===== src/hw/rtl/rpd_pkg.sv =====
// Shared types and constants of the RNDIS packet deframer.
package rpd_pkg;

  localparam int TB_W = 15;
  localparam int MO_W = 16;
  localparam int WIDE_W = 34;

  localparam logic [MO_W-1:0] HDR_BYTES = MO_W'(44);
  localparam logic [MO_W-1:0] HDR_LAST = MO_W'(43);
  localparam logic [MO_W-1:0] HDR_KEPT = MO_W'(16);
  localparam logic [31:0] MSG_TYPE_PACKET = 32'd1;
  localparam logic [31:0] DATA_OFFSET_BASE = 32'd8;
  localparam logic [31:0] MIN_FRAME_BYTES = 32'd14;

  typedef enum logic [1:0] {
    PH_HEADER,
    PH_BODY,
    PH_DROP
  } phase_t;

  typedef enum logic [2:0] {
    EV_PAYLOAD    = 3'd0,
    EV_SKIPPED    = 3'd1,
    EV_BAD_TYPE   = 3'd2,
    EV_TRUNCATED  = 3'd3,
    EV_SHORT_TAIL = 3'd4
  } event_t;

  typedef struct packed {
    logic [7:0]      data_byte;
    logic [TB_W-1:0] transfer_bytes;
    logic            last_byte;
  } in_item_t;

  typedef struct packed {
    logic [7:0] frame_byte;
    logic       frame_end;
    event_t     event_res;
  } out_item_t;

endpackage


===== src/hw/rtl/rpd_ifs.sv =====
// Valid/ready channel interfaces for transfer bytes and frame results.
interface rpd_in_if import rpd_pkg::*; ();
  logic     valid;
  logic     ready;
  in_item_t data;

  modport source(output valid, output data, input ready);
  modport sink(input valid, input data, output ready);
endinterface

interface rpd_out_if import rpd_pkg::*; ();
  logic      valid;
  logic      ready;
  out_item_t data;

  modport source(output valid, output data, input ready);
  modport sink(input valid, input data, output ready);
endinterface


===== src/hw/rtl/rndis_packet_deframer_unit.sv =====
// Top level of the RNDIS data-packet deframer.
// Path: a byte's result goes through the input register and then the result register.
// Throughput: one byte per cycle while the sink keeps up, set by the single parse pass
// between the two registers; a full result register with no sink ready stalls the input.
// Reset: synchronous rst clears both registers and the parse state; no clearing pass.
module rndis_packet_deframer_unit import rpd_pkg::*; #(
  parameter int MAX_TRANSFER_BYTES = 16384
) (
  input  logic      clk,
  input  logic      rst,
  rpd_in_if.sink    bytes,
  rpd_out_if.source frames
);

  logic      held_valid;
  in_item_t  held_item;
  logic      room;
  logic      take;
  logic      res_valid;
  out_item_t res;

  assign take = held_valid && room;

  rpd_in_stage u_in_stage (
    .clk        (clk),
    .rst        (rst),
    .bytes      (bytes),
    .take       (take),
    .held_valid (held_valid),
    .held_item  (held_item)
  );

  rpd_parser #(
    .MAX_TRANSFER_BYTES (MAX_TRANSFER_BYTES)
  ) u_parser (
    .clk       (clk),
    .rst       (rst),
    .take      (take),
    .item      (held_item),
    .res_valid (res_valid),
    .res       (res)
  );

  rpd_out_stage u_out_stage (
    .clk    (clk),
    .rst    (rst),
    .load   (take && res_valid),
    .res    (res),
    .room   (room),
    .frames (frames)
  );

endmodule


===== src/hw/rtl/rpd_in_stage.sv =====
// Input register that holds one accepted transfer byte until it is parsed.
module rpd_in_stage import rpd_pkg::*; (
  input  logic     clk,
  input  logic     rst,
  rpd_in_if.sink   bytes,
  input  logic     take,
  output logic     held_valid,
  output in_item_t held_item
);

  logic     valid_q;
  in_item_t item_q;

  assign bytes.ready = !valid_q || take;
  assign held_valid = valid_q;
  assign held_item = item_q;

  always_ff @(posedge clk) begin
    if (rst) begin
      valid_q <= 1'b0;
    end else if (bytes.ready) begin
      valid_q <= bytes.valid;
    end
  end

  always_ff @(posedge clk) begin
    if (bytes.ready && bytes.valid) begin
      item_q <= bytes.data;
    end
  end

endmodule


===== src/hw/rtl/rpd_parser.sv =====
// Message walker: header capture, message checks and payload selection.
module rpd_parser import rpd_pkg::*; #(
  parameter int MAX_TRANSFER_BYTES = 16384
) (
  input  logic      clk,
  input  logic      rst,
  input  logic      take,
  input  in_item_t  item,
  output logic      res_valid,
  output out_item_t res
);

  localparam int CNT_W = $clog2(MAX_TRANSFER_BYTES + 1);
  localparam int LW = (CNT_W > TB_W) ? CNT_W : TB_W;
  localparam logic [LW-1:0] MAX_LEN = LW'(MAX_TRANSFER_BYTES);
  localparam logic [CNT_W-1:0] MAX_CNT = CNT_W'(MAX_TRANSFER_BYTES);

  logic [CNT_W-1:0] transfer_offset, transfer_offset_next;
  logic [MO_W-1:0]  message_offset, message_offset_next;
  phase_t           parse_phase, parse_phase_next;
  logic             forward_this_message, forward_this_message_next;

  logic [31:0]      hdr_word [4];
  logic [31:0]      hdr_word_next [4];
  logic [LW-1:0]    msg_start, msg_start_next;
  logic [MO_W-1:0]  data_start, data_start_next;
  logic [MO_W-1:0]  data_end, data_end_next;
  logic [MO_W-1:0]  msg_len, msg_len_next;

  logic [LW-1:0]     tb_len;
  logic [LW-1:0]     len;
  logic [LW-1:0]     pos;
  logic              in_range;
  logic              tail_short;
  logic              truncated;
  logic              qualifies;
  logic [WIDE_W-1:0] doff;
  logic [WIDE_W-1:0] dend;
  logic [MO_W-1:0]   m_inc;

  assign tb_len = LW'(item.transfer_bytes);
  assign len = (tb_len > MAX_LEN) ? MAX_LEN : tb_len;
  assign pos = LW'(transfer_offset);
  assign in_range = pos < len;
  assign tail_short = ((LW + 1)'(pos) + (LW + 1)'(HDR_BYTES)) > (LW + 1)'(len);
  assign truncated = (hdr_word[1] < 32'(HDR_BYTES)) ||
                     ((WIDE_W'(msg_start) + WIDE_W'(hdr_word[1])) > WIDE_W'(len));
  assign doff = WIDE_W'(hdr_word[2]) + WIDE_W'(DATA_OFFSET_BASE);
  assign dend = doff + WIDE_W'(hdr_word[3]);
  assign qualifies = (doff >= WIDE_W'(HDR_BYTES)) && (dend <= WIDE_W'(hdr_word[1])) &&
                     (hdr_word[3] >= MIN_FRAME_BYTES);
  assign m_inc = message_offset + MO_W'(1);

  always_comb begin
    transfer_offset_next = transfer_offset;
    message_offset_next = message_offset;
    parse_phase_next = parse_phase;
    forward_this_message_next = forward_this_message;
    hdr_word_next = hdr_word;
    msg_start_next = msg_start;
    data_start_next = data_start;
    data_end_next = data_end;
    msg_len_next = msg_len;
    if (in_range) begin
      unique case (parse_phase)
        PH_HEADER: begin
          if (message_offset == '0 && tail_short) begin
            parse_phase_next = PH_DROP;
          end else begin
            if (message_offset < HDR_KEPT) begin
              hdr_word_next[message_offset[3:2]][8 * message_offset[1:0] +: 8] = item.data_byte;
            end
            if (message_offset == '0) begin
              msg_start_next = pos;
            end
            message_offset_next = m_inc;
            if (message_offset == HDR_LAST) begin
              if (hdr_word[0] != MSG_TYPE_PACKET || truncated) begin
                parse_phase_next = PH_DROP;
              end else begin
                forward_this_message_next = qualifies;
                data_start_next = MO_W'(doff);
                data_end_next = MO_W'(dend);
                msg_len_next = MO_W'(hdr_word[1]);
                if (hdr_word[1] == 32'(HDR_BYTES)) begin
                  message_offset_next = '0;
                  parse_phase_next = PH_HEADER;
                end else begin
                  parse_phase_next = PH_BODY;
                end
              end
            end
          end
        end
        PH_BODY: begin
          message_offset_next = m_inc;
          if (m_inc >= msg_len) begin
            message_offset_next = '0;
            parse_phase_next = PH_HEADER;
          end
        end
        PH_DROP: begin
        end
        default: begin
        end
      endcase
    end
    if (transfer_offset < MAX_CNT) begin
      transfer_offset_next = transfer_offset + CNT_W'(1);
    end
    if (item.last_byte) begin
      transfer_offset_next = '0;
      message_offset_next = '0;
      parse_phase_next = PH_HEADER;
      forward_this_message_next = 1'b0;
    end
  end

  always_comb begin
    res_valid = 1'b0;
    res.frame_byte = 8'd0;
    res.frame_end = 1'b0;
    res.event_res = EV_PAYLOAD;
    if (in_range) begin
      unique case (parse_phase)
        PH_HEADER: begin
          if (message_offset == '0 && tail_short) begin
            res_valid = 1'b1;
            res.event_res = EV_SHORT_TAIL;
          end else if (message_offset == HDR_LAST) begin
            if (hdr_word[0] != MSG_TYPE_PACKET) begin
              res_valid = 1'b1;
              res.event_res = EV_BAD_TYPE;
            end else if (truncated) begin
              res_valid = 1'b1;
              res.event_res = EV_TRUNCATED;
            end else if (!qualifies) begin
              res_valid = 1'b1;
              res.event_res = EV_SKIPPED;
            end
          end
        end
        PH_BODY: begin
          if (forward_this_message && message_offset >= data_start &&
              message_offset < data_end) begin
            res_valid = 1'b1;
            res.frame_byte = item.data_byte;
            res.frame_end = (m_inc == data_end);
          end
        end
        PH_DROP: begin
        end
        default: begin
        end
      endcase
    end
  end

  always_ff @(posedge clk) begin
    if (rst) begin
      transfer_offset <= '0;
      message_offset <= '0;
      parse_phase <= PH_HEADER;
      forward_this_message <= 1'b0;
    end else if (take) begin
      transfer_offset <= transfer_offset_next;
      message_offset <= message_offset_next;
      parse_phase <= parse_phase_next;
      forward_this_message <= forward_this_message_next;
    end
  end

  always_ff @(posedge clk) begin
    if (take) begin
      hdr_word <= hdr_word_next;
      msg_start <= msg_start_next;
      data_start <= data_start_next;
      data_end <= data_end_next;
      msg_len <= msg_len_next;
    end
  end

endmodule


===== src/hw/rtl/rpd_out_stage.sv =====
// Result register that holds one result until the sink takes it.
module rpd_out_stage import rpd_pkg::*; (
  input  logic      clk,
  input  logic      rst,
  input  logic      load,
  input  out_item_t res,
  output logic      room,
  rpd_out_if.source frames
);

  logic      valid_q;
  out_item_t item_q;

  assign room = !valid_q || frames.ready;
  assign frames.valid = valid_q;
  assign frames.data = item_q;

  always_ff @(posedge clk) begin
    if (rst) begin
      valid_q <= 1'b0;
    end else if (load) begin
      valid_q <= 1'b1;
    end else if (frames.ready) begin
      valid_q <= 1'b0;
    end
  end

  always_ff @(posedge clk) begin
    if (load) begin
      item_q <= res;
    end
  end

endmodule

===== src/flat_wrapper.sv =====
// flat-port wrapper written by rule: the top's interface ports become plain ports
module rndis_packet_deframer_unit_flat import rpd_pkg::*;
#(
  parameter int MAX_TRANSFER_BYTES = 16384
)
  (clk, rst, bytes_valid, bytes_data, bytes_ready, frames_valid, frames_data, frames_ready);
  rpd_in_if bytes_i ();
  rpd_out_if frames_i ();
  input  logic clk;
  input  logic rst;
  input wire logic [$bits(bytes_i.valid)-1:0] bytes_valid;
  input wire logic [$bits(bytes_i.data)-1:0] bytes_data;
  output wire logic [$bits(bytes_i.ready)-1:0] bytes_ready;
  output wire logic [$bits(frames_i.valid)-1:0] frames_valid;
  output wire logic [$bits(frames_i.data)-1:0] frames_data;
  input wire logic [$bits(frames_i.ready)-1:0] frames_ready;
  assign bytes_i.valid = bytes_valid;
  assign bytes_i.data = bytes_data;
  assign bytes_ready = bytes_i.ready;
  assign frames_valid = frames_i.valid;
  assign frames_data = frames_i.data;
  assign frames_i.ready = frames_ready;
  rndis_packet_deframer_unit #(.MAX_TRANSFER_BYTES(MAX_TRANSFER_BYTES)) u_core (.clk(clk), .rst(rst), .bytes(bytes_i), .frames(frames_i));
endmodule

===== config.mk =====
export PLATFORM = sky130hd
export DESIGN_NAME = rndis_packet_deframer_unit_flat
export DESIGN_NICKNAME = d
export VERILOG_FILES = /design/src/hw/rtl/rpd_pkg.sv /design/src/hw/rtl/rpd_ifs.sv /design/src/hw/rtl/rndis_packet_deframer_unit.sv /design/src/hw/rtl/rpd_in_stage.sv /design/src/hw/rtl/rpd_parser.sv /design/src/hw/rtl/rpd_out_stage.sv /design/src/flat_wrapper.sv
export SDC_FILE = /design/constraint.sdc
export NUM_CORES = 1
export LEC_CHECK = 0
export BUFFER_PORTS_ARGS = -buffer_cell sky130_fd_sc_hd__buf_2
export CAP_MARGIN = 20
export CELL_PAD_IN_SITES_DETAIL_PLACEMENT = 1
export CELL_PAD_IN_SITES_GLOBAL_PLACEMENT = 2
export CORE_MARGIN = 1.5
export CORE_UTILIZATION = 33
export CTS_CLUSTER_SIZE = 8
export DETAILED_ROUTE_END_ITERATION = 8
export GPL_ROUTABILITY_DRIVEN = 0
export PLACE_DENSITY_LB_ADDON = 0.1
export RECOVER_POWER = 25
export SYNTH_ARGS = -nofsm -noshare
export SYNTH_HDL_FRONTEND = slang
export SYNTH_HIERARCHICAL = 1
export SYNTH_SLANG_ARGS = --single-unit

===== constraint.sdc =====
create_clock -name clk -period 18.8 [get_ports clk]
set_input_delay 3.76 -clock clk [delete_from_list [all_inputs] [get_ports clk]]
set_output_delay 3.76 -clock clk [all_outputs]
set_load 0.01 [all_outputs]

---- After elaboration in Yosys (flattened, before gate mapping) ----
Cells that the tools add are included.
operators by class
  add/sub/neg operators ................... 7
  multiply operators ...................... 0
  div/mod/pow operators ................... 0
  magnitude comparators ................... 15
  equal/unequal tests ..................... 10
  shift-type cells ........................ 2
  multiplexer cells ....................... 43
  bitwise logic cells ..................... 6
  reduce and logical (&&, ||, !) cells .... 34
operator list
  kind                                                                                   number
  128-bit bitwise mux                                                                    1
  16-bit two-way mux                                                                     7
  32-bit demux with 2-bit select                                                         1
  15-bit two-way mux                                                                     3
  33-bit by 32-bit adder with 34-bit output                                              1
  34-bit by 32-bit less-or-equal comparator with 1-bit output                            1
  5-bit negator with 34-bit output                                                       1
  8-bit by 34-bit variable shift with 32-bit output (first input constant)               1
  8-bit by 34-bit variable part select with 32-bit output                                1
  15-bit by 32-bit adder with 33-bit output                                              1
  32-bit by 4-bit adder with 33-bit output (second input constant)                       1
  33-bit by 6-bit greater-or-equal comparator with 1-bit output (second input constant)  1
  33-bit by 15-bit greater-than comparator with 1-bit output                             1
  32-bit by 6-bit == test with 1-bit output (second input constant)                      1
  16-bit greater-or-equal comparator                                                     2
  32-bit by 4-bit greater-or-equal comparator with 1-bit output (second input constant)  1
  32-bit by 6-bit less-than comparator with 1-bit output (second input constant)         1
  32-bit two-way mux                                                                     1
  32-bit by 1-bit != test with 1-bit output (second input constant)                      1
  16-bit case mux with 2 select lines                                                    1
  1-bit two-way mux                                                                      17
  15-bit by 6-bit adder with 16-bit output (second input constant)                       1
  16-bit by 1-bit adder with 16-bit output (second input constant)                       1
  16-bit == test                                                                         1
  34 further kinds                                                                       68
storage, ports and cells
  flip-flop bits (word level) ............. 263
  bits in latches ......................... 0
  bits in writable memories ............... 0
  memory bits (read-only) ................. 0
  bits of input ports ..................... 28
  output and inout bits ................... 14
  logic and storage cells ................. 139
  memories ................................ 0

---- Depth between registers and ports, before layout ----
Gate-level depths: netlist of run 1.
  depth after elaboration ................. 14
  gate-level depth with buffers ........... 27
  gate-level depth less buffers ........... 26

---- Cells and area by module ----
Netlist of run 1, hierarchy kept.
modules (own cells, without submodules)
  module                      times used  cells each  area each (µm²)  seq. area each (µm²)
  rpd_parser                  1           1589        15798.9          6416.2
  rpd_in_stage                1           29          775.7            740.7
  rpd_out_stage               1           16          406.6            380.4
  rndis_packet_deframer_unit  1           2           12.5             0.0

---- Worst setup path after synthesis of run 1 ----
OpenSTA, ideal clock, no wires.
  path type ............................... input to output
  start ................................... input frames_ready
  end ..................................... output bytes_ready
  arrival ................................. 4268 ps
  required time ........................... 15040 ps
  setup slack ............................. 10772 ps
  stages .................................. 3
  buffers on the path ..................... 0
  cells stage by stage .................... nand2b_4 > and2_1 > nand2b_4
between the ends
  word-level cells in the longest chain between the ends .. 3
ends and longest elaborated chain
  element             line                              text
  start: declaration  flat_wrapper.sv:16                input wire logic [$bits(frames_i.ready)-1:0] frames_ready;
  1-bit logical OR    rpd_out_stage.sv:14               assign room = !valid_q || frames.ready;
  1-bit logical AND   rndis_packet_deframer_unit.sv:22  assign take = held_valid && room;
  via u_core.take     rndis_packet_deframer_unit.sv:18  logic take;
  1-bit logical OR    rpd_in_stage.sv:14                assign bytes.ready = !valid_q || take;
  end: declaration    flat_wrapper.sv:13                output wire logic [$bits(bytes_i.ready)-1:0] bytes_ready;
The timed path passes the listed nets, and every way through them passes these cells.

---- Final worst setup path of run 1 ----
  start ................................... input frames_ready
  end ..................................... output bytes_ready
between the ends
  word-level cells in the longest chain between the ends .. 3
ends and longest elaborated chain
  element            line                              text
  1-bit logical OR   rpd_out_stage.sv:14
  via u_core.room    rndis_packet_deframer_unit.sv:17  logic room;
  1-bit logical AND  rndis_packet_deframer_unit.sv:22
  via u_core.take    rndis_packet_deframer_unit.sv:18
  1-bit logical OR   rpd_in_stage.sv:14
The timed path passes the listed nets, and every way through them passes these cells.

==> results.md, run 1 <==
Final layout:
- The area growth from synthesis to layout is 12.3%.
- The final standard cell area without fillers is 19100 sq um.
- The ratio of cells with drive above 1 in the final layout is 7.19%.
- The number of fill cells is 5689.
- The net count of the finished layout is 1906.
- After the flow finishes, the layout carries non-filler instances totaling 2383.
- Leaving out fill and tap cells, the most frequent cells in the layout are sky130_fd_sc_hd__edfxtp_1, sky130_fd_sc_hd__ha_1, sky130_fd_sc_hd__inv_1.
- The most frequent standard cell in the layout excluding fill and tap cells is sky130_fd_sc_hd__edfxtp_1.

Synthesis:
- After synthesis, flip-flops and latches occupy 44.4% of the total area.
- For this run, the number of Yosys warnings is 6.
- Of all flip-flops after synthesis, the portion carrying an async set or reset was 0%.
- Synthesis produced a netlist whose cell count is 1636.
- The mean area per synthesized cell is 10.4 sq um.
- Counting flops and latches in the post-synthesis netlist gives 263.
- The cell area after synthesis is 17000 sq um.
- The number of different library cells used by synthesis comes to 90.
- Among all flip-flop cells after synthesis, the most frequent one is sky130_fd_sc_hd__edfxtp_1.
- The number of enable-type register cells in the synthesized netlist is 227.
- The net count after synthesis is 1850.

Clock tree:
- In this run the number of H-tree levels came out at 2.
- Buffers inserted to repair hold after CTS numbered 0.
- The number of resized instances in the post-cts repair step is 0.
- The longest clock path from root to sink contains 3 buffers.
- In this run, CTS created clock tree buffers numbering 40.
- The post-CTS setup repair buffer count is 0.
- The cell sitting at the root of the clock tree is a sky130_fd_sc_hd__clkbuf_16.
- The clock latency reported for the late side of the worst-skew pair is 550 ps.
- The clock drives 263 sinks.
- The clock-pin slew of the registers on the worst-case setup and hold paths is 50 ps.
- The CTS tree is yes.

Setup path:
- The top cell family by delay on the critical path is simple AND/OR/NAND/NOR gates.
- The critical path goes through buf_2 -> nand2b_4 -> and2_1 -> nand2b_4 -> buf_2.
- The critical path's largest stage delay is 300 ps.
- The worst setup path is launched from an input pin.
- The top fanout value on the critical path is 8.
- The endpoint required time on the critical path is 15040 ps.
- The count of buffering cells on the critical path with inverters included is 2.
- The endpoint arrival time on the critical path is 4590 ps.
- By startpoint and endpoint, the worst setup path is classified as input pin to output port.
- The cell with the biggest individual delay on the critical path is sky130_fd_sc_hd__and2_1.
- The worst setup path is captured at an output port.

Timing:
- The actual slew at the worst max-slew pin is 1020 ps.
- In this run the tightest slew margin relative to its limit is 31.7%.
- The sum of negative setup slack is 0 ps.
- The least setup slack across all paths after layout is 10450 ps.
- Setup repair after global routing left no endpoint under its margin.
- The part of the cycle the worst path needs is 44.4%.
- The number of hold-slack violations in the final timing report is 0.
- Setup violations remaining at the end of the flow were counted as 0.
- Across the routed clock network, the largest skew measured is 29.7 ps.
- The maximum clock rate is 0.120 GHz.
- The number of pins with negative max-slew slack in the final report came to 0.
- The smallest clock period supported by the final layout is computed as 8350 ps.

Global route:
- Entering global routing, the biggest net connects 49 pins.
- For this run, the total global-route usage over all layers was measured as 22.1%.
- The global-route wire length before repair is 87500 um.
- The via count of the first global-routing pass is 13600.
- The number of antenna violations at the first check in global routing was 0.
- Summed over all layers, the global routing overflow is 0.

Route:
- The DRC violation count after routing is 0.
- After detailed routing, the number of vias per cell comes to 5.52.
- The pre-antenna-repair detailed-routing pass consisted of 5 iterations.
- After detailed routing, the average wire length per cell comes to 24.4 um.
- The total wire length after detailed routing is 58100 um.
- The remaining number of nets flagged by the antenna check after routing is 0.
- The detailed router finished its first iteration with 837 violations.
- For this block, the via count after detailed routing is 13200.

Power and ir drop:
- Power spread over the standard cell area amounts to 72.3 nW/um^2.
- The overall power after layout is 1.38 mW.
- The leakage power total is 7.79 nW.
- The peak ir drop on the vdd network is 0.0000482 V.

Outcome:
- The flow ran to the end, and the final reports show no timing, DRC or antenna violations.

Place:
- Input and output buffers added on the ports amount to 41.
- The worst slack after detailed placement is 10440 ps.
- The cell area after placement is 17900 sq um.
- The count of placed standard cells including taps is 2321.
- The HPWL after detailed placement is 46000 um.

Floorplanning:
- The number of ports placed on the die boundary is 42.
- The initial utilization of the core area, before any placement, comes to 33.7%.
- The overall die area is 52900 sq um.
- The core area is 50500 sq um.
- The floorplan has 82 rows.
- The floorplan step set the die height to 230 um.
- In this run the horizontal extent of the chip is 230 um.

Run:
- The number of max-cap violations is 0.

Hold path:
- The worst min-delay path class is register to register.
==> metrics by stage <==
step / util [%] / hold slack, ps
global placement: 35.5 / 484
finish: 37.8 / 514
global route: 37.8 / 539
floorplan: - / 424
CTS: 37.8 / 518
detailed placement: 35.5 / 510
==> state kept, by name, summed over array words and instances (netlist names) <==
register	flops
u_core/u_out_stage/frames.valid	1
u_core/u_parser/hdr_word	128
u_core/u_parser/msg_start	15
u_core/u_in_stage/held_valid	1
u_core/u_parser/parse_phase	2
u_core/u_parser/forward_this_message	1
u_core/u_out_stage/frames.data	12
u_core/u_parser/msg_len	16
u_core/u_parser/data_end	16
u_core/u_in_stage/held_item	24
u_core/u_parser/message_offset	16
u_core/u_parser/data_start	16
u_core/u_parser/pos	15
==> power breakdown <==
| group | total (mW) | switching (mW) | leakage, nW | internal, mW |
|---|---|---|---|---|
| registers | 0.650 | 0.00864 | 2.53 | 0.641 |
| clock network | 0.663 | 0.260 | 0.548 | 0.403 |
| logic | 0.0665 | 0.0444 | 4.71 | 0.0221 |
==> cell families (layout without fill, tap and decap cells) <==
logic type / count (synthesis) / in the layout / share of synthesized area [%]
AO/OA/AOI/OAI: 336 / 336 / 13.2
XOR/XNOR: 122 / 122 / 6.29
adder cells (fa/ha/maj): 186 / 186 / 13.8
buffers and inverters: 158 / 232 / 3.67
flip-flops: 263 / 263 / 44.4
multiplexers: 5 / 5 / 0.295
other: 0 / 1 / 0
AND/OR/NAND/NOR: 566 / 566 / 18.4
==> per-layer routing <==
| metal | vias to the layer above | global-route usage, % | wire length (um) |
|---|---|---|---|
| met2 | 273 | 35.3 | 26300 |
| met1 | 6529 | 30.3 | 27200 |
| met3 | 82 | 3.65 | 2800 |
| met4 | 0 | 7.68 | 1840 |
| met5 | - | 0 | 0 |
| li1 | 6269 | - | - |
==> synth_stat cells, types with 6 or more instances <==
master / n / area share, %
sky130_fd_sc_hd__a2111oi_0: 6 / 0.31
sky130_fd_sc_hd__a211oi_1: 21 / 0.93
sky130_fd_sc_hd__a21boi_0: 6 / 0.27
sky130_fd_sc_hd__a21o_1: 40 / 1.8
sky130_fd_sc_hd__a21oi_1: 94 / 2.8
sky130_fd_sc_hd__a31oi_1: 14 / 0.52
sky130_fd_sc_hd__and2_1: 42 / 1.5
sky130_fd_sc_hd__and3_1: 47 / 1.7
sky130_fd_sc_hd__and4_1: 15 / 0.77
sky130_fd_sc_hd__clkbuf_1: 25 / 0.55
sky130_fd_sc_hd__dfxtp_1: 36 / 4.2
sky130_fd_sc_hd__edfxtp_1: 227 / 40
sky130_fd_sc_hd__ha_1: 184 / 14
sky130_fd_sc_hd__inv_1: 124 / 2.7
sky130_fd_sc_hd__nand2_1: 84 / 1.9
sky130_fd_sc_hd__nand2b_1: 10 / 0.37
sky130_fd_sc_hd__nand3_1: 54 / 1.6
sky130_fd_sc_hd__nand4_1: 49 / 1.8
sky130_fd_sc_hd__nor2_1: 101 / 2.2
sky130_fd_sc_hd__nor2b_1: 14 / 0.52
sky130_fd_sc_hd__nor3_1: 48 / 1.4
sky130_fd_sc_hd__nor3b_1: 8 / 0.35
sky130_fd_sc_hd__nor4_1: 43 / 1.6
sky130_fd_sc_hd__nor4b_1: 8 / 0.41
sky130_fd_sc_hd__o211ai_1: 13 / 0.57
sky130_fd_sc_hd__o21a_1: 21 / 0.93
sky130_fd_sc_hd__o21ai_0: 49 / 1.4
sky130_fd_sc_hd__o21bai_1: 6 / 0.27
sky130_fd_sc_hd__xnor2_1: 70 / 3.6
sky130_fd_sc_hd__xor2_1: 52 / 2.7
==> area by class of cell <==
type                       instances  area, sq um  share of cell area (%)
tap                              672          841                    4.41
inverter                         125          469                    2.46
clock inverter                     3         28.8                   0.151
multi-input combinational       1215         8840                    46.3
antenna                            1         2.50                  0.0131
timing repair buffer              47          250                    1.31
clock buffer                      57         1110                    5.80
sequential                       263         7540                    39.5
==> worst reg2reg max path, cell delays in order, from the launching register on <==
cell and delay (ps):
sky130_fd_sc_hd__edfxtp_1 450, sky130_fd_sc_hd__nand3_1 410, sky130_fd_sc_hd__nor2_1 260, sky130_fd_sc_hd__xor2_1 290, sky130_fd_sc_hd__ha_1 340, sky130_fd_sc_hd__a21oi_1 220, sky130_fd_sc_hd__o21ai_0 180, sky130_fd_sc_hd__a2111oi_0 750
sky130_fd_sc_hd__o21ai_0 430, sky130_fd_sc_hd__a31o_2 380, sky130_fd_sc_hd__and2_1 180, sky130_fd_sc_hd__a31oi_1 210, sky130_fd_sc_hd__xnor2_1 100, sky130_fd_sc_hd__ha_1 300, sky130_fd_sc_hd__nand4_1 160, sky130_fd_sc_hd__nor4_1 320
sky130_fd_sc_hd__nor4b_1 440, sky130_fd_sc_hd__a21boi_0 260, sky130_fd_sc_hd__o31a_1 170, sky130_fd_sc_hd__nor3_1 50, sky130_fd_sc_hd__nand3_1 250, sky130_fd_sc_hd__o221a_1 250, sky130_fd_sc_hd__and3_1 680
==> path summary, 6_finish.rpt <==
check	depth (start not counted)	slack (ps)	from	endpoint
setup / recovery	5	10450	frames_ready	bytes_ready
hold / removal	2	510	u_core/u_out_stage/frames.valid$_SDFFE_PP0P_	u_core/u_out_stage/frames.valid$_SDFFE_PP0P_
setup reg to reg	22	11330	u_core/u_parser/hdr_word[35]$_DFFE_PP_	u_core/u_out_stage/frames.data[10]$_DFFE_PP_
hold reg to reg	2	510	u_core/u_out_stage/frames.valid$_SDFFE_PP0P_	u_core/u_out_stage/frames.valid$_SDFFE_PP0P_
Power figures use the tool's default switching activity.
==> inputs of run 2 (changes only) <==
- ABC_AREA: default -> 1
- clock period: 18.8 -> 7 ns (I/O delays scaled with it)
==> run 2 against run 1 <==
Compared with the run above:
- first-iteration DRC count grew 9.7%
- design area grew 4.6%
- cell count grew 23%
- critical path type is now register to register
- largest power group unchanged
- highest routed layer unchanged
==> results.md, run 2 <==
Outcome:
- The run finished with clean final reports.

Global route:
- The largest net degree at the start of global routing is 29 (-41%).
- The overall global routing resource usage came to 24.1% (+2.0 points).
- The global-route wire length before repair is 99000 um (+13%).
- The number of antenna violations at the first check in global routing was 5 (+5).
- The remaining global-route overflow came to 0 (unchanged).
- The via count of the first global-routing pass is 16000 (+18%).

Power and ir drop:
- The peak ir drop on the vdd network is 0.000165 V (+240%).
- The total net switching power is 0.896 mW (+190%).
- The proportion of total power due to net switching is 23.9% (+1.2 points).
- The leakage power total is 8.83 nW (+13%).
- The sequential fraction of design power came to 46.4% (-0.7 points).
- The proportion of power drawn by combinational gates came to 6.1% (+1.3 points).
- The portion of total power attributed to the clock network was 47.5% (-0.6 points).
- The internal power consumption was 2.86 mW (+170%).
- The power per cell area was 188 nW/um^2 (+160%).

Clock tree:
- The hold buffer count at cts is 0 (unchanged).
- The H-tree level count was 2 (unchanged).
- The number of sinks handled by clock tree synthesis is 263 (unchanged).
- The clock-pin slew of the registers on the worst-case setup and hold paths was 50 ps (about the same).
- The buffer depth of the longest clock path came to 3 (unchanged).
- The post-CTS setup repair buffer count is 0 (unchanged).
- The CTS tree is yes.
- The number of buffers added by the clock tree synthesis step is 39 (-2.5%).
- The number of resized instances in the post-cts repair step is 0 (unchanged).
- The clock latency reported for the late side of the worst-skew pair is 560 ps (about the same).
- The clock root buffer is sky130_fd_sc_hd__clkbuf_16.

Synthesis:
- The gate count after technology mapping came to 2162 (+32%).
- The mean area per synthesized cell was 8.24 sq um (-21%).
- The unique cell type count in the Yosys netlist is 57 (-37%).
- The number of flip-flops and latches in the synthesized netlist is 263 (unchanged).
- The fraction of synthesis flops using an asynchronous set or reset pin came to 0% (unchanged).
- By area the synthesized netlist is led by sky130_fd_sc_hd__edfxtp_1, sky130_fd_sc_hd__ha_1, sky130_fd_sc_hd__nand2_1.
- The number of enable-type register cells in the synthesized netlist is 227 (unchanged).
- Yosys instantiated no cell more often than sky130_fd_sc_hd__nand2_1.
- The fraction of the yosys area taken by sequential cells is 42.3% (-2.0 points).
- Summed over all instances, the cell type with the most area after synthesis is sky130_fd_sc_hd__edfxtp_1.
- The dominant register cell in the synthesized netlist is sky130_fd_sc_hd__edfxtp_1.
- The commonest cells after synthesis are sky130_fd_sc_hd__nand2_1, sky130_fd_sc_hd__inv_1, sky130_fd_sc_hd__nor2_1.
- The net count after synthesis is 2376 (+28%).
- The number of warnings printed during yosys synthesis is 6 (unchanged).
- The cell area after synthesis is 17800 sq um (+4.8%).
- The fraction of synthesized cell area taken by the top area cell type is 38.3% (-1.8 points).

Setup path:
- The most repeated library cell on the critical path is sky130_fd_sc_hd__nand2_1.
- The worst setup path is of the register to register kind.
- The top fanout value on the critical path is 13 (+5).
- For this design, the slowest cell found on the critical path is sky130_fd_sc_hd__nor2_2.
- The endpoint required time on the critical path is 7180 ps (-7860 ps).
- The worst setup path is captured at a register.
- The critical path's largest stage delay came to 620 ps (+320 ps).
- The endpoint arrival time on the critical path is 6310 ps (+1720 ps).
- The worst setup path is launched from a register.

Floorplanning:
- The core area came to 53000 sq um (+4.9%).
- The number of ports placed on the die boundary is 42 (unchanged).
- The initial standard-cell utilization of the core is 33.6% (-0.046 points).
- The number of core rows was 84 (+2.4%).
- The die width is 235 um (+2.3%).
- The overall die area is 55400 sq um (+4.7%).
- The die height is 235 um (+2.3%).

Route:
- The vias after detailed routing came to 15300 (+17%).
- The total wire length after detailed routing is 66300 um (+14%).
- The detail-routed via count per cell is 5.22 (-5.5%).
- The detailed-router iteration count before antenna repair is 5 (unchanged).
- The number of DRC markers after the initial detailed-route iteration came to 918 (+9.7%).
- The average routed wire per standard cell came to 22.5 um (-7.6%).
- The remaining number of nets flagged by the antenna check after routing is 0 (unchanged).
- The DRC violation count after routing came to 0 (unchanged).

Final layout:
- The most frequent standard cell in the layout excluding fill and tap cells is sky130_fd_sc_hd__nand2_1.
- The number of antenna cells inserted is 0 (-1).
- The post-layout instance count excluding filler cells is 2943 (+23%).
- The number of flip-flops under the largest register name was 128 (unchanged).
- In the layout the commonest cells are sky130_fd_sc_hd__nand2_1, sky130_fd_sc_hd__inv_1, sky130_fd_sc_hd__nor2_1.
- The register with the highest flop count is u_core/u_parser/hdr_word.
- The count of nets after finishing was 2449 (+28%).
- The area growth from synthesis to layout is 12.0%.
- The ratio of cells with drive above 1 in the final layout was 6.03% (-1.2 points).
- The final standard cell area without fillers was 19900 sq um (+4.6%).

Timing:
- The final count of negative-setup-slack endpoints is 0 (unchanged).
- The worst-case headroom to the max-slew limit is 6.68% (-25 points).
- The least setup slack across all paths after layout was 864 ps (-9590 ps).
- The post-route minimum period is 6140 ps.
- Static timing analysis puts the maximum clock frequency at 0.163 GHz.
- The setup clock skew after layout is 29.2 ps (-0.499 ps).
- The sum of negative setup slack is 0 ps (unchanged).
- Setup repair after global routing left no endpoint under its margin.
- The number of pins with negative max-slew slack in the final report is 0 (unchanged).
- The part of the cycle the worst path needs is 87.7%.
- The number of hold-slack violations in the final timing report is 0 (unchanged).
- The actual slew at the worst max-slew pin was 1400 ps (+384 ps).

Place:
- The HPWL after detailed placement came to 55300 um (+20%).
- The count of placed standard cells including taps was 2882 (+24%).
- The number of input and output port buffers inserted is 41 (unchanged).
- The worst slack after detailed placement was 830 ps (-9610 ps).
- The cell area after placement is 18900 sq um (+5.2%).

Run:
- The number of max-cap violations was 0 (unchanged).

Hold path:
- The tightest min-delay check is of the register to register type.
==> run 2: changes by cell type in the layout (fill, tap and decap cells not counted), moves of 19 or more <==
cell | previous run | this run
sky130_fd_sc_hd__nand2_1 | 84 | 484
sky130_fd_sc_hd__inv_1 | 124 | 312
sky130_fd_sc_hd__nor2_1 | 100 | 244
sky130_fd_sc_hd__nand3_1 | 54 | 133
sky130_fd_sc_hd__xnor2_1 | 70 | 21
sky130_fd_sc_hd__and3_1 | 47 | 1
sky130_fd_sc_hd__a21oi_1 | 94 | 138
sky130_fd_sc_hd__a21o_1 | 40 | 11
sky130_fd_sc_hd__and2_1 | 24 | 4
sky130_fd_sc_hd__a211oi_1 | 21 | 2
==> run 2: through the flow <==
stage	util, %	hold WS (ps)	power (mW)
2_1_floorplan	-	435	1.90
3_3_place_gp	35.6	473	1.99
3_5_place_dp	35.6	487	2.00
4_1_cts	37.7	495	3.81
5_1_grt	37.7	520	3.88
6_report	37.7	497	3.75
==> run 2: logic make-up (layout without fill, tap and decap cells) <==
logic type / Yosys count / after routing / share of synthesized area (%)
flip-flops: 263 / 263 / 42.3
AO/OA/AOI/OAI: 244 / 244 / 7.57
buffers and inverters: 338 / 431 / 7.22
XOR/XNOR: 80 / 80 / 3.98
adder cells (fa/ha/maj): 186 / 186 / 13.2
AND/OR/NAND/NOR: 1051 / 1051 / 25.7
==> run 2: worst max-delay path, delay by kind of cell (launching register included) <==
kind	cells	cell delay, ps
and+or+nand+nor	14	1800
AOI/OAI and AO/OA	8	1710
adders and majority gates	3	930
buffers and inverters	4	510
DFF	1	430
xor gates and xnor gates	1	400
==> run 2: cell type report <==
class / count / area [sq um]
inverters: 325 / 1220
multi-input cells: 1561 / 8990
fillers: 6354 / 33000
well taps: 688 / 861
repair buffers: 45 / 215
clock buffers: 59 / 1100
flip-flops and latches: 263 / 7540
clock inverters: 2 / 23.8
==> run 2: path summary, 6_finish.rpt <==
check | start | endpoint | slack (ps) | cells past startpoint
max reg2reg | u_core/u_parser/hdr_word[35]$_DFFE_PP_ | u_core/u_out_stage/frames.data[11]$_DFFE_PP_ | 860 | 30
min | u_core/u_parser/parse_phase[1]$_SDFFE_PP0P_ | u_core/u_parser/parse_phase[1]$_SDFFE_PP0P_ | 500 | 2
max | u_core/u_parser/hdr_word[35]$_DFFE_PP_ | u_core/u_out_stage/frames.data[11]$_DFFE_PP_ | 860 | 30
min reg2reg | u_core/u_parser/parse_phase[1]$_SDFFE_PP0P_ | u_core/u_parser/parse_phase[1]$_SDFFE_PP0P_ | 500 | 2
==> run 2: per-layer routing <==
layer / track usage, % / routed length, um / vias up
met5: 0 / 0 / -
met4: 8.47 / 2210 / 0
met3: 2.49 / 2190 / 94
met2: 41.1 / 31500 / 289
met1: 31.8 / 30400 / 7533
li1: - / - / 7432
==> run 2: power groups by stage <==
stage,registers [mW],clock network (mW),logic [mW]
6_report,1.74,1.78,0.229
5_1_grt,1.74,1.89,0.255
4_1_cts,1.74,1.83,0.232
3_5_place_dp,1.77,0,0.230
3_3_place_gp,1.77,0,0.225
2_1_floorplan,1.76,0,0.141
